**config.mk**
```make
export PLATFORM = sky130hd
export DESIGN_NAME = rms_level_meter
export DESIGN_NICKNAME = d
export VERILOG_FILES = /design/src/hw/rtl/rlm_pkg.sv /design/src/hw/rtl/rms_level_meter.sv /design/src/hw/rtl/rlm_front.sv /design/src/hw/rtl/rlm_queue.sv /design/src/hw/rtl/rlm_back.sv
export SDC_FILE = /design/constraint.sdc
export NUM_CORES = 2
export LEC_CHECK = 0
export ABC_AREA = 0
export BUFFER_PORTS_ARGS = -buffer_cell sky130_fd_sc_hd__buf_2
export CAP_MARGIN = 20
export CORE_MARGIN = 2
export CORE_UTILIZATION = 40
export CTS_BUF_LIST = sky130_fd_sc_hd__clkbuf_4 sky130_fd_sc_hd__clkbuf_8 sky130_fd_sc_hd__clkbuf_16
export CTS_CLUSTER_DIAMETER = 60
export CTS_CLUSTER_SIZE = 30
export DETAILED_ROUTE_END_ITERATION = 16
export PLACE_DENSITY = 0.65
export SYNTH_ARGS = -nofsm -noshare
export SYNTH_HDL_FRONTEND = slang
export SYNTH_SLANG_ARGS = --single-unit
```
**constraint.sdc**
```tcl
create_clock -name i_clk -period 10.8 [get_ports i_clk]
set_clock_uncertainty 0.05 [all_clocks]
set_input_delay 1.08 -clock i_clk [delete_from_list [all_inputs] [get_ports i_clk]]
set_output_delay 1.08 -clock i_clk [all_outputs]
set_load 0.05 [all_outputs]
```
**src/hw/rtl/rlm_pkg.sv**
```systemverilog
`default_nettype none
package rlm_pkg;
    localparam int MaxFrameSamples = 4096;
    localparam logic [9:0] SystemGainReset = 10'd384;
    localparam logic [9:0] MicGainReset = 10'd512;
    localparam logic [15:0] MicGateReset = 16'd524;
    localparam logic [15:0] LevelFloorReset = 16'd328;
    localparam logic [15:0] CoefAttackOld = 16'd19661;
    localparam logic [15:0] CoefAttackNew = 16'd45875;
    localparam logic [15:0] CoefReleaseOld = 16'd52429;
    localparam logic [15:0] CoefReleaseNew = 16'd13107;
    localparam logic [15:0] CoefEmptyDecay = 16'd60293;
    localparam logic [15:0] CoefTickDecay = 16'd62259;
    localparam logic [15:0] ThreshOnePct = 16'd655;
    localparam logic [15:0] ThreshHalfPct = 16'd328;

    typedef enum logic [1:0] {
        OP_SAMPLE = 2'd0,
        OP_EMPTY  = 2'd1,
        OP_TICK   = 2'd2,
        OP_NONE   = 2'd3
    } t_opcode;

    typedef enum logic [1:0] {
        REG_SYSTEM_GAIN = 2'd0,
        REG_MIC_GAIN    = 2'd1,
        REG_MIC_GATE    = 2'd2,
        REG_LEVEL_FLOOR = 2'd3
    } t_reg_idx;

    // command handed from front to back
    typedef struct packed {
        t_opcode     op;
        logic        src;
        logic [42:0] sum;
        logic [16:0] count;
    } t_cmd;

    typedef enum logic [3:0] {
        ST_IDLE, ST_DIV, ST_SQRT1, ST_SQRT2, ST_GAIN, ST_MIX1, ST_MIX2,
        ST_MIX3, ST_DECAY, ST_DONE
    } t_state;
endpackage
`default_nettype wire

```
**src/hw/rtl/rms_level_meter.sv**
```systemverilog
`default_nettype none
// Two-source audio level meter. Items enter through a push/full queue port; a
// sample is accumulated in a register, so samples stream at one per cycle
// while the command queue is not full. A frame end (sample with last), an
// empty frame or a tick becomes a command in a four-entry queue that a
// sequential back end works off: a 43-step divider, two radix-4 square roots,
// gain and smoothing per frame end, a decay update per empty frame or tick.
// Results (both levels) wait in a four-entry output queue. Opcode 3 is ignored.
module rms_level_meter #(
    parameter int MAX_FRAME_SAMPLES = rlm_pkg::MaxFrameSamples
) (
    input  wire logic        i_clk,
    input  wire logic        i_rst_n,
    input  wire logic        push,
    output logic             full,
    input  wire logic [1:0]  i_opcode,
    input  wire logic        i_source,
    input  wire logic [15:0] i_sample,
    input  wire logic        i_last,
    output logic             empty,
    input  wire logic        pop,
    output logic [15:0]      o_system_level,
    output logic [15:0]      o_mic_level,
    input  wire logic        psel,
    input  wire logic        penable,
    input  wire logic        pwrite,
    input  wire logic [3:0]  paddr,
    input  wire logic [31:0] pwdata,
    output logic [31:0]      prdata,
    output logic             pready
);
    logic [9:0]  r_system_gain, r_mic_gain;
    logic [15:0] r_mic_gate, r_level_floor;
    logic        cfg_wr;
    logic        cq_push, cq_full, cq_empty, cq_pop;
    rlm_pkg::t_cmd cq_in, cq_out;
    logic        rq_push, rq_full;
    logic [31:0] rq_in, rq_out;
    logic        front_ready, back_busy;

    assign pready = 1'b1;
    assign cfg_wr = psel && penable && pwrite;

    always_ff @(posedge i_clk) begin
        if (!i_rst_n) begin
            r_system_gain <= rlm_pkg::SystemGainReset;
            r_mic_gain    <= rlm_pkg::MicGainReset;
            r_mic_gate    <= rlm_pkg::MicGateReset;
            r_level_floor <= rlm_pkg::LevelFloorReset;
        end else if (cfg_wr) begin
            unique case (rlm_pkg::t_reg_idx'(paddr[3:2]))
                rlm_pkg::REG_SYSTEM_GAIN: r_system_gain <= pwdata[9:0];
                rlm_pkg::REG_MIC_GAIN:    r_mic_gain    <= pwdata[9:0];
                rlm_pkg::REG_MIC_GATE:    r_mic_gate    <= pwdata[15:0];
                rlm_pkg::REG_LEVEL_FLOOR: r_level_floor <= pwdata[15:0];
                default: ;
            endcase
        end
    end

    always_comb begin
        unique case (rlm_pkg::t_reg_idx'(paddr[3:2]))
            rlm_pkg::REG_SYSTEM_GAIN: prdata = {22'd0, r_system_gain};
            rlm_pkg::REG_MIC_GAIN:    prdata = {22'd0, r_mic_gain};
            rlm_pkg::REG_MIC_GATE:    prdata = {16'd0, r_mic_gate};
            rlm_pkg::REG_LEVEL_FLOOR: prdata = {16'd0, r_level_floor};
            default: prdata = '0;
        endcase
    end

    assign full = !front_ready;

    rlm_front #(.MAX_FRAME_SAMPLES(MAX_FRAME_SAMPLES)) u_front (
        .i_clk, .i_rst_n, .i_valid(push), .i_opcode, .i_source, .i_sample,
        .i_last, .i_q_full(cq_full), .o_ready(front_ready), .o_push(cq_push),
        .o_cmd(cq_in)
    );

    rlm_queue #(.Width($bits(rlm_pkg::t_cmd)), .Depth(4)) u_cmd_q (
        .i_clk, .i_rst_n, .i_push(cq_push), .i_data(cq_in), .i_pop(cq_pop),
        .o_full(cq_full), .o_empty(cq_empty), .o_data(cq_out)
    );

    rlm_back u_back (
        .i_clk, .i_rst_n, .i_cmd_valid(!cq_empty), .i_cmd(cq_out),
        .o_cmd_pop(cq_pop), .i_system_gain(r_system_gain),
        .i_mic_gain(r_mic_gain), .i_mic_gate(r_mic_gate),
        .i_level_floor(r_level_floor), .i_res_full(rq_full),
        .o_res_push(rq_push), .o_res_data(rq_in), .o_busy(back_busy)
    );

    rlm_queue #(.Width(32), .Depth(4)) u_res_q (
        .i_clk, .i_rst_n, .i_push(rq_push), .i_data(rq_in), .i_pop(pop),
        .o_full(rq_full), .o_empty(empty), .o_data(rq_out)
    );

    assign o_system_level = rq_out[15:0];
    assign o_mic_level    = rq_out[31:16];

    a_no_push_full: assert property (@(posedge i_clk) disable iff (!i_rst_n)
        !(rq_push && rq_full)) else $error("result pushed into full queue");
    a_pop_idle: assert property (@(posedge i_clk) disable iff (!i_rst_n)
        cq_pop |-> !$past(back_busy) || $past(rq_push))
        else $error("command taken while back end busy");
    a_push_done: assert property (@(posedge i_clk) disable iff (!i_rst_n)
        rq_push |=> !back_busy) else $error("back end still busy after result");
endmodule
`default_nettype wire

```
**src/hw/rtl/rlm_front.sv**
```systemverilog
`default_nettype none
module rlm_front #(
    parameter int MAX_FRAME_SAMPLES = rlm_pkg::MaxFrameSamples,
    localparam int CntW = $clog2(MAX_FRAME_SAMPLES + 1)
) (
    input  wire logic          i_clk,
    input  wire logic          i_rst_n,
    input  wire logic          i_valid,
    input  wire logic [1:0]    i_opcode,
    input  wire logic          i_source,
    input  wire logic [15:0]   i_sample,
    input  wire logic          i_last,
    input  wire logic          i_q_full,
    output logic               o_ready,
    output logic               o_push,
    output rlm_pkg::t_cmd      o_cmd
);
    logic [42:0]     r_sum [2];
    logic [CntW-1:0] r_cnt [2];
    logic [15:0]     mag;
    logic [31:0]     sq;
    logic            room;
    logic [42:0]     sum_new;
    logic [CntW-1:0] cnt_new;
    logic            accept;

    assign o_ready = !i_q_full;
    assign accept  = i_valid && !i_q_full;
    assign mag  = i_sample[15] ? 16'(-i_sample) : i_sample;
    assign sq   = mag * mag;
    assign room = r_cnt[i_source] < CntW'(MAX_FRAME_SAMPLES);
    assign sum_new = room ? r_sum[i_source] + 43'(sq) : r_sum[i_source];
    assign cnt_new = room ? r_cnt[i_source] + CntW'(1) : r_cnt[i_source];

    always_comb begin
        o_push = 1'b0;
        o_cmd.op    = rlm_pkg::t_opcode'(i_opcode);
        o_cmd.src   = i_source;
        o_cmd.sum   = sum_new;
        o_cmd.count = 17'(cnt_new);
        if (accept) begin
            unique case (rlm_pkg::t_opcode'(i_opcode))
                rlm_pkg::OP_SAMPLE: o_push = i_last;
                rlm_pkg::OP_EMPTY, rlm_pkg::OP_TICK: o_push = 1'b1;
                default: o_push = 1'b0;
            endcase
        end
    end

    always_ff @(posedge i_clk) begin
        if (!i_rst_n) begin
            r_sum[0] <= '0; r_sum[1] <= '0;
            r_cnt[0] <= '0; r_cnt[1] <= '0;
        end else if (accept) begin
            if (rlm_pkg::t_opcode'(i_opcode) == rlm_pkg::OP_SAMPLE) begin
                r_sum[i_source] <= i_last ? '0 : sum_new;
                r_cnt[i_source] <= i_last ? '0 : cnt_new;
            end else if (rlm_pkg::t_opcode'(i_opcode) == rlm_pkg::OP_EMPTY) begin
                r_sum[i_source] <= '0;
                r_cnt[i_source] <= '0;
            end
        end
    end
endmodule
`default_nettype wire

```
**src/hw/rtl/rlm_queue.sv**
```systemverilog
`default_nettype none
module rlm_queue #(
    parameter int Width = 8,
    parameter int Depth = 4,
    localparam int AW = $clog2(Depth)
) (
    input  wire logic             i_clk,
    input  wire logic             i_rst_n,
    input  wire logic             i_push,
    input  wire logic [Width-1:0] i_data,
    input  wire logic             i_pop,
    output logic                  o_full,
    output logic                  o_empty,
    output logic [Width-1:0]      o_data
);
    logic [Width-1:0] r_mem [Depth];
    logic [AW-1:0]    r_wr, r_rd;
    logic [AW:0]      r_cnt;
    logic             do_push, do_pop;

    assign o_full  = r_cnt == (AW+1)'(Depth);
    assign o_empty = r_cnt == '0;
    assign o_data  = r_mem[r_rd];
    assign do_push = i_push && !o_full;
    assign do_pop  = i_pop && !o_empty;

    always_ff @(posedge i_clk) begin
        if (do_push) r_mem[r_wr] <= i_data;
    end

    always_ff @(posedge i_clk) begin
        if (!i_rst_n) begin
            r_wr <= '0; r_rd <= '0; r_cnt <= '0;
        end else begin
            if (do_push) r_wr <= (r_wr == AW'(Depth-1)) ? '0 : r_wr + AW'(1);
            if (do_pop)  r_rd <= (r_rd == AW'(Depth-1)) ? '0 : r_rd + AW'(1);
            r_cnt <= r_cnt + (AW+1)'(do_push) - (AW+1)'(do_pop);
        end
    end
endmodule
`default_nettype wire

```
**src/hw/rtl/rlm_back.sv**
```systemverilog
`default_nettype none
module rlm_back (
    input  wire logic          i_clk,
    input  wire logic          i_rst_n,
    input  wire logic          i_cmd_valid,
    input  rlm_pkg::t_cmd      i_cmd,
    output logic               o_cmd_pop,
    input  wire logic [9:0]    i_system_gain,
    input  wire logic [9:0]    i_mic_gain,
    input  wire logic [15:0]   i_mic_gate,
    input  wire logic [15:0]   i_level_floor,
    input  wire logic          i_res_full,
    output logic               o_res_push,
    output logic [31:0]        o_res_data,
    output logic               o_busy
);
    rlm_pkg::t_state r_state, n_state;
    rlm_pkg::t_cmd   r_cmd;
    logic [15:0] r_level [2];
    logic [42:0] r_rem;     // dividend remainder / isqrt operand
    logic [42:0] r_quo;     // quotient / root
    logic [43:0] r_bit;
    logic [5:0]  r_step;
    logic [16:0] r_rms;
    logic [33:0] r_prod_a, r_prod_b;
    logic [16:0] r_raw;
    logic        ld_cmd;

    // restoring divider step
    logic [43:0] div_trial;
    logic [42:0] div_rem_sh;
    logic [42:0] div_q;
    logic [42:0] div_r;
    // isqrt step
    logic [44:0] sq_trial;
    logic [15:0] cur;
    logic [26:0] gprod;
    logic [9:0]  gain;
    logic [34:0] mix_sum;
    logic [15:0] dec_in;
    logic [32:0] dec_prod;
    logic [16:0] dec_val;
    logic [15:0] dec_thr;

    assign cur  = r_level[r_cmd.src];
    assign gain = r_cmd.src ? i_mic_gain : i_system_gain;
    assign div_rem_sh = {r_rem[41:0], r_quo[42]};
    assign div_trial  = {1'b0, div_rem_sh} - {27'd0, r_cmd.count};
    assign div_q      = {r_quo[41:0], !div_trial[43]};
    assign div_r      = div_trial[43] ? div_rem_sh : div_trial[42:0];
    assign sq_trial   = {2'b0, r_rem} - ({2'b0, r_quo} + {1'b0, r_bit});
    assign gprod   = r_quo[16:0] * gain;
    assign mix_sum = 35'(r_prod_a) + 35'(r_prod_b) + 35'd32768;
    // a tick always works on the microphone level
    assign dec_in   = (r_cmd.op == rlm_pkg::OP_EMPTY) ? cur : r_level[1];
    assign dec_prod = dec_in * ((r_cmd.op == rlm_pkg::OP_EMPTY) ?
                      rlm_pkg::CoefEmptyDecay : rlm_pkg::CoefTickDecay);
    assign dec_val = 17'((33'(dec_prod) + 33'd32768) >> 16);
    assign dec_thr = (r_cmd.op == rlm_pkg::OP_EMPTY) ? rlm_pkg::ThreshOnePct
                                                     : rlm_pkg::ThreshHalfPct;
    assign o_busy = r_state != rlm_pkg::ST_IDLE;

    always_comb begin
        n_state = r_state;
        o_cmd_pop = 1'b0;
        o_res_push = 1'b0;
        ld_cmd = 1'b0;
        o_res_data = {r_level[1], r_level[0]};
        unique case (r_state)
            rlm_pkg::ST_IDLE: if (i_cmd_valid) begin
                o_cmd_pop = 1'b1; ld_cmd = 1'b1;
                n_state = (i_cmd.op == rlm_pkg::OP_SAMPLE) ? rlm_pkg::ST_DIV
                                                           : rlm_pkg::ST_DECAY;
            end
            rlm_pkg::ST_DIV:   if (r_step == 6'd42) n_state = rlm_pkg::ST_SQRT1;
            rlm_pkg::ST_SQRT1: if (r_bit == 44'd0) n_state = rlm_pkg::ST_SQRT2;
            rlm_pkg::ST_SQRT2: if (r_bit == 44'd0) n_state = rlm_pkg::ST_GAIN;
            rlm_pkg::ST_GAIN:  n_state = rlm_pkg::ST_MIX1;
            rlm_pkg::ST_MIX1:  n_state = rlm_pkg::ST_MIX2;
            rlm_pkg::ST_MIX2:  n_state = rlm_pkg::ST_MIX3;
            rlm_pkg::ST_MIX3:  n_state = rlm_pkg::ST_DONE;
            rlm_pkg::ST_DECAY: n_state = rlm_pkg::ST_DONE;
            rlm_pkg::ST_DONE: if (!i_res_full) begin
                o_res_push = 1'b1;
                n_state = rlm_pkg::ST_IDLE;
            end
            default: n_state = rlm_pkg::ST_IDLE;
        endcase
    end

    always_ff @(posedge i_clk) begin
        if (!i_rst_n) begin
            r_state <= rlm_pkg::ST_IDLE;
            r_level[0] <= '0; r_level[1] <= '0;
        end else begin
            r_state <= n_state;
            if (r_state == rlm_pkg::ST_MIX3)
                r_level[r_cmd.src] <= mix_sum[34:32] != 3'd0 ? 16'hFFFF : mix_sum[31:16];
            if (r_state == rlm_pkg::ST_DECAY) begin
                if (r_cmd.op == rlm_pkg::OP_EMPTY)
                    r_level[r_cmd.src] <= (dec_val < 17'(dec_thr)) ? '0 : dec_val[15:0];
                else if (r_level[1] > rlm_pkg::ThreshOnePct)
                    r_level[1] <= (dec_val < 17'(dec_thr)) ? '0 : dec_val[15:0];
            end
        end
    end

    always_ff @(posedge i_clk) begin
        if (ld_cmd) begin
            r_cmd <= i_cmd;
            r_rem <= '0;
            r_quo <= i_cmd.sum;
            r_step <= '0;
        end
        unique case (r_state)
            rlm_pkg::ST_DIV: begin
                // quotient bits shift into r_quo from the right
                r_step <= r_step + 6'd1;
                if (r_step == 6'd42) begin
                    // mean * 4 is the operand of the first root
                    r_rem <= {div_q[40:0], 2'b00};
                    r_quo <= '0;
                    r_bit <= 44'd1 << 42;
                end else begin
                    r_rem <= div_r;
                    r_quo <= div_q;
                end
            end
            rlm_pkg::ST_SQRT1, rlm_pkg::ST_SQRT2: begin
                if (r_bit != 44'd0) begin
                    if (!sq_trial[44]) begin
                        r_rem <= sq_trial[42:0];
                        r_quo <= 43'((r_quo >> 1) + 43'(r_bit));
                    end else begin
                        r_quo <= r_quo >> 1;
                    end
                    r_bit <= r_bit >> 2;
                end else if (r_state == rlm_pkg::ST_SQRT1) begin
                    r_rms <= r_quo[16:0];
                    r_rem <= {9'd0, r_quo[17:0], 16'd0};
                    r_quo <= '0;
                    r_bit <= 44'd1 << 42;
                end
            end
            rlm_pkg::ST_GAIN: begin
                if (r_cmd.src && r_rms < 17'(i_mic_gate))
                    r_raw <= '0;
                else
                    r_raw <= (gprod[26:8] > 19'd65535) ? 17'd65535 : 17'(gprod[26:8]);
            end
            rlm_pkg::ST_MIX1: if (r_raw < 17'(i_level_floor)) r_raw <= '0;
            rlm_pkg::ST_MIX2: begin
                if (r_raw > 17'(cur)) begin
                    r_prod_a <= 34'(cur) * 34'(rlm_pkg::CoefAttackOld);
                    r_prod_b <= 34'(r_raw) * 34'(rlm_pkg::CoefAttackNew);
                end else begin
                    r_prod_a <= 34'(cur) * 34'(rlm_pkg::CoefReleaseOld);
                    r_prod_b <= 34'(r_raw) * 34'(rlm_pkg::CoefReleaseNew);
                end
            end
            default: ;
        endcase
    end
endmodule
`default_nettype wire

```
Word-level counts from Yosys, hierarchy flattened
Memories as Yosys holds them, arrays and structs flattened. A register that Yosys moved wholly into a read port is not among the register bits.
Index checks and enable logic that the tools add are counted.

storage, ports and cells
  register bits = 328
  bits in writable memories = 508
  input bits = 63
  output and inout bits = 67
  memories = 5

memories
  memory          words  width  rd ports  clocked after memory_dff  write ports  RTL line         source
  u_cmd_q.r_mem   4      59     1         1                         1            rlm_queue.sv:16  logic [Width-1:0] r_mem [Depth];
  u_res_q.r_mem   4      32     1         1                         1            rlm_queue.sv:16
  u_front.r_sum   2      43     1         0                         2            rlm_front.sv:18  logic [42:0] r_sum [2];
  u_back.r_level  2      16     3         1                         2            rlm_back.sv:19   logic [15:0] r_level [2];
  u_front.r_cnt   2      13     1         0                         2            rlm_front.sv:19  logic [CntW-1:0] r_cnt [2];

operators by class
  add/subtract/negate cells = 19
  multiply operators = 7
  magnitude comparators = 7
  eq/ne operators = 29
  muxes and demuxes = 98
  bitwise operators = 5
  reductions and logical operators = 39

operator list
  operator                                                           count
  43-bit two-way mux                                                 15
  43-bit case mux with 2 select lines                                2
  44-bit two-way mux                                                 3
  32-bit case mux with 4 select lines                                1
  16-bit two-way mux                                                 7
  44-bit case mux with 2 select lines                                1
  13-bit two-way mux                                                 5
  31-bit two-way mux                                                 2
  17-bit by 16-bit less-than comparator with 1-bit output            3
  17-bit two-way mux                                                 3
  43-bit by 44-bit adder with 45-bit output                          1
  43-bit by 45-bit subtractor with 45-bit output                     1
  44-bit zero test                                                   1
  44-bit nonzero test                                                1
  43-bit by 17-bit subtractor with 44-bit output                     1
  42-bit by 43-bit adder with 43-bit output                          1
  43-bit by 32-bit adder with 43-bit output                          1
  43-bit OR reduction                                                1
  1-bit two-way mux                                                  38
  4-bit case mux with 9 select lines                                 1
  34-bit by 34-bit adder with 35-bit output                          1
  35-bit by 16-bit adder with 35-bit output (second input constant)  1
  17-bit case mux with 2 select lines                                1
  33-bit by 16-bit adder with 33-bit output (second input constant)  1
  48 further kinds                                                   111

Logic depth before layout (Yosys ltp)
  word-level depth = 9
  mapped depth = 35
  gate-level depth less buffers = 33

Modules after synthesis
Synthesis repeated with hierarchy kept, for this count alone.

unflattened totals
  cells, all modules = 7986
  area total of the unflattened synthesis = 81889.8 µm²

modules (own cells, without submodules)
  module                instances  cells each  area an instance (µm²)  sequential area each (µm²)
  rlm_back              1          5566        50040.5                 7196.9
  rlm_front             1          1571        14543.9                 3363.2
  rlm_queue at u_cmd_q  1          382         9648.0                  7747.4
  rlm_queue at u_res_q  1          220         5143.7                  4023.9
  rms_level_meter       1          247         2513.7                  1041.0

Worst setup path after synthesis
Ideal clock, no wire load.

  path kind = input port to flip-flop
  from = input i_sample[3]
  to = memory u_cmd_q.r_mem[0][46] in the netlist's numbering (data pin)
  arrival = 8.522 ns
  data required time = 10.489 ns
  path slack = 1.966 ns
  cell stages on the path = 28
  cells stage by stage = or3_1 > nor2_1 > nand2_1 > or2_2 > o41ai_1 > xor2_1 > inv_1 > clkbuf_1 > nand2_1 > inv_1 > fa_1 > inv_1 > fa_1 > fa_1 > fa_1 > inv_1 > fa_1 > fa_1 > ha_1 > or4_1 > a2111oi_0 > or3_1 > nand2_1 > a2111oi_1 > o21ai_1 > or3_1 > nand3_1 > inv_1

RTL lines
  item                RTL line               source
  start: declaration  rms_level_meter.sv:18  input wire logic [15:0] i_sample,
  end: declaration    rlm_queue.sv:16

==> summary.json <==
{
  "avgRoutedWirePerCell_um": 20.0,
  "cp_data_required_time_ns": 11.15,
  "synth-main-ff-cell": "sky130_fd_sc_hd__edfxtp_1",
  "crit_path_top_delay_cell": "sky130_fd_sc_hd__dfxtp_1",
  "post-synth-top-area-cell": "sky130_fd_sc_hd__edfxtp_1",
  "worstHoldPathType": "reg -> reg",
  "port_buffers": 94,
  "synthArstFlopShare": 0,
  "antenna_found_initial": 9,
  "final_critical_path_required_period_ns": 9.83,
  "synthDistinctLibCells": 95,
  "drt_iter0_drc": 4216,
  "multiInputGateArea_sq_um": 51800,
  "boundaryPins": 130,
  "final-setup-viol-count": 0,
  "detailed_place.area_sq_um": 85000,
  "post_drt_via_cell_ratio": 5.37,
  "die_width_um": 454,
  "timing.critical_path.arrival_ns": 10.18,
  "netlist_area_sq_um": 80900,
  "fin_tns_setup_ns": 0,
  "core_region_area_sq_um": 202000,
  "syn_inst": 7994,
  "end_kind": "flop",
  "drt_pre_antenna_iters": 6,
  "ctsLongestPathBuffers": 3,
  "synth.top_cell.area_share": 0.242,
  "detail-route-antenna-nets": 0,
  "global_route.overflow_total": 0,
  "root_buffer": "sky130_fd_sc_hd__clkbuf_16",
  "number_of_warnings_issued_by_yosys": 0,
  "fmax_mhz": 102,
  "vias_after_detailed_routing": 58151,
  "cp-start-kind": "flop",
  "number_of_hold_repair_buffers_added_at_the_cts_stage": 0,
  "ys_ff_latch": 812,
  "synth_commonest_cells": "1513 x sky130_fd_sc_hd__inv_1, 1019 x sky130_fd_sc_hd__ha_1, 796 x sky130_fd_sc_hd__fa_1",
  "drive_gt1_frac": 0.0679,
  "holdPathStages": 2,
  "criticalPathCategory": "reg -> reg",
  "max_cap_viol_count": 0,
  "stdcell_area_sq_um": 87900,
  "number_of_clock_buffers_inserted_by_tritoncts": 74,
  "grt_usage": 0.211,
  "synth_area_per_cell_sq_um": 10.1,
  "cp_max_fo": 20,
  "slowest_delay_ns": 0.76,
  "min-delay-start": "r_level_floor[7]",
  "reg2reg_setup_slack_ns": 0.97,
  "dominant_cell_by_count_in_the_synthesized_netlist": "sky130_fd_sc_hd__inv_1",
  "status": "finished, final reports clean",
  "grt_start_max_net_pins": 77,
  "post-cts-setup-buffer-count": 0,
  "std_cell_rows": 165,
  "htreeDepth": 3,
  "post-dp-hpwl_um": 170000,
  "layout-area-overhead-vs-synth_pct": 8.56,
  "number_of_synthesized_flops_with_an_enable_pin": 651,
  "synth.top_cells.by_area": "sky130_fd_sc_hd__edfxtp_1 24%, sky130_fd_sc_hd__fa_1 20%, sky130_fd_sc_hd__ha_1 16%",
  "clk_latency_ns": 0.72,
  "r2r_end": "u_back.r_level[0][6]",
  "finish.net_count": 9959,
  "cts.reportedPaths.clkPinSlew_ns": 0.09,
  "ff2ff_path_depth": 28,
  "max_slew.worst_pin.slew_ns": 1.17,
  "finalHoldViolCount": 0,
  "fp.dieArea_sq_um": 206000,
  "initial_utilization": 0.401,
  "cts_tree": "yes",
  "relSlewSlack": 0.221,
  "fillCellCount": 19091,
  "final_max_slew_viol_count": 0,
  "sequential_cell_area_sq_um": 22800,
  "vias_in_the_first_global_route": 60538,
  "cts.sink_count": 812,
  "die_height_um": 454,
  "timing.hold.worst_endpoint": "r_level_floor[7]",
  "grt_pass1_wl_um": 340000,
  "finalWeightedCongestion": 0.944,
  "wl_um": 216000,
  "setup_repair_after_global_routing_missed_its_margin": "no",
  "cts_resized": 0,
  "final_min_period_over_clock_period": 0.910,
  "synth-seq-area-share": 0.281,
  "drt_drc_violations_left": 0
}
==> layout by cell type (no fill, tap or decap), types with 158 or more instances in the layout <==
master | Yosys | routed
sky130_fd_sc_hd__fa_1 | 796 | 796
sky130_fd_sc_hd__nand2_1 | 645 | 645
sky130_fd_sc_hd__a21oi_1 | 356 | 355
sky130_fd_sc_hd__nor2_1 | 509 | 503
sky130_fd_sc_hd__edfxtp_1 | 651 | 651
sky130_fd_sc_hd__o21ai_0 | 315 | 311
sky130_fd_sc_hd__dfxtp_1 | 161 | 158
sky130_fd_sc_hd__xnor2_1 | 215 | 215
sky130_fd_sc_hd__ha_1 | 1019 | 1019
sky130_fd_sc_hd__inv_1 | 1513 | 1513
==> cell type report <==
cell class / instances / share of cell area
diodes: 8 / 0.000228
well taps: 2672 / 0.0380
inverters: 1522 / 0.0650
multi-input cells: 5460 / 0.589
clock buffers: 76 / 0.0213
flip-flops and latches: 812 / 0.259
repair buffers: 211 / 0.0155
clock inverters: 61 / 0.0114
==> routing by layer <==
metal | global-route usage | vias to the layer above | wire length, um
met5 | 0 | - | 27
met4 | 0.0704 | 4 | 8050
met3 | 0.0258 | 397 | 11600
met2 | 0.376 | 1749 | 107000
met1 | 0.264 | 29035 | 89200
li1 | - | 26966 | -
==> kinds of logic after synthesis <==
family,count (synthesis),share of synthesized area
adder cells (fa/ha/maj),1815,0.354
buffers and inverters,1771,0.0831
AND/OR/NAND/NOR,1696,0.0947
AO/OA/AOI/OAI,1338,0.106
flip-flops,812,0.281
XOR/XNOR,326,0.0353
multiplexers,234,0.0449
other,2,0.0000928
==> worst max-delay path by stage <==
| stage | from | to | slack, ns | cells past startpoint |
|---|---|---|---|---|
| after floorplan | i_sample[3] | u_cmd_q.r_mem[0][46] | 1.97 | 28 |
| after global placement | i_sample[3] | u_cmd_q.r_mem[0][42] | 1.12 | 28 |
| after detailed placement | i_sample[0] | u_cmd_q.r_mem[3][43] | 0.96 | 28 |
| after CTS | flop | u_back.r_level[0][6] | 1.12 | 28 |
| after global routing | flop | u_back.r_level[0][6] | 0.69 | 28 |
| final | flop | u_back.r_level[0][6] | 0.97 | 28 |
==> worst max-delay path, delay by kind of cell, from the launching register on <==
kind	cells	cell delay (ns)
adders and majority gates	8	3.56
AOI/OAI and AO/OA	7	2.39
buffers and inverters	7	0.91
and+or+nand+nor	4	0.77
DFF	1	0.76
xor gates and xnor gates	1	0.60
muxes	1	0.43
==> registers in the layout, summed over array words and instances (netlist names), 32 cells and up, named ones only <==
register and cells:
u_back.r_level 32, u_back.r_prod_a 32, u_back.r_prod_b 33, u_back.r_quo 43, u_back.r_rem 43, u_cmd_q.r_mem 236
u_front.r_sum 86, u_res_q.r_mem 128
==> per-stage QoR <==
| step | worst slack [ns] | hold slack (ns) | cells | utilization |
|---|---|---|---|---|
| after floorplan | 1.97 | 0.356 | 8043 | - |
| after global placement | 1.12 | 0.412 | 10675 | 0.421 |
| after detailed placement | 0.965 | 0.429 | 10677 | 0.421 |
| after CTS | 1.12 | 0.441 | 10814 | 0.436 |
| after global routing | 0.688 | 0.461 | 10816 | 0.436 |
| final | 0.972 | 0.438 | 10822 | 0.436 |
Power is left out: the tool's default activity adds up to more than one toggle a clock period on the data nets, which glitch-free logic cannot reach.
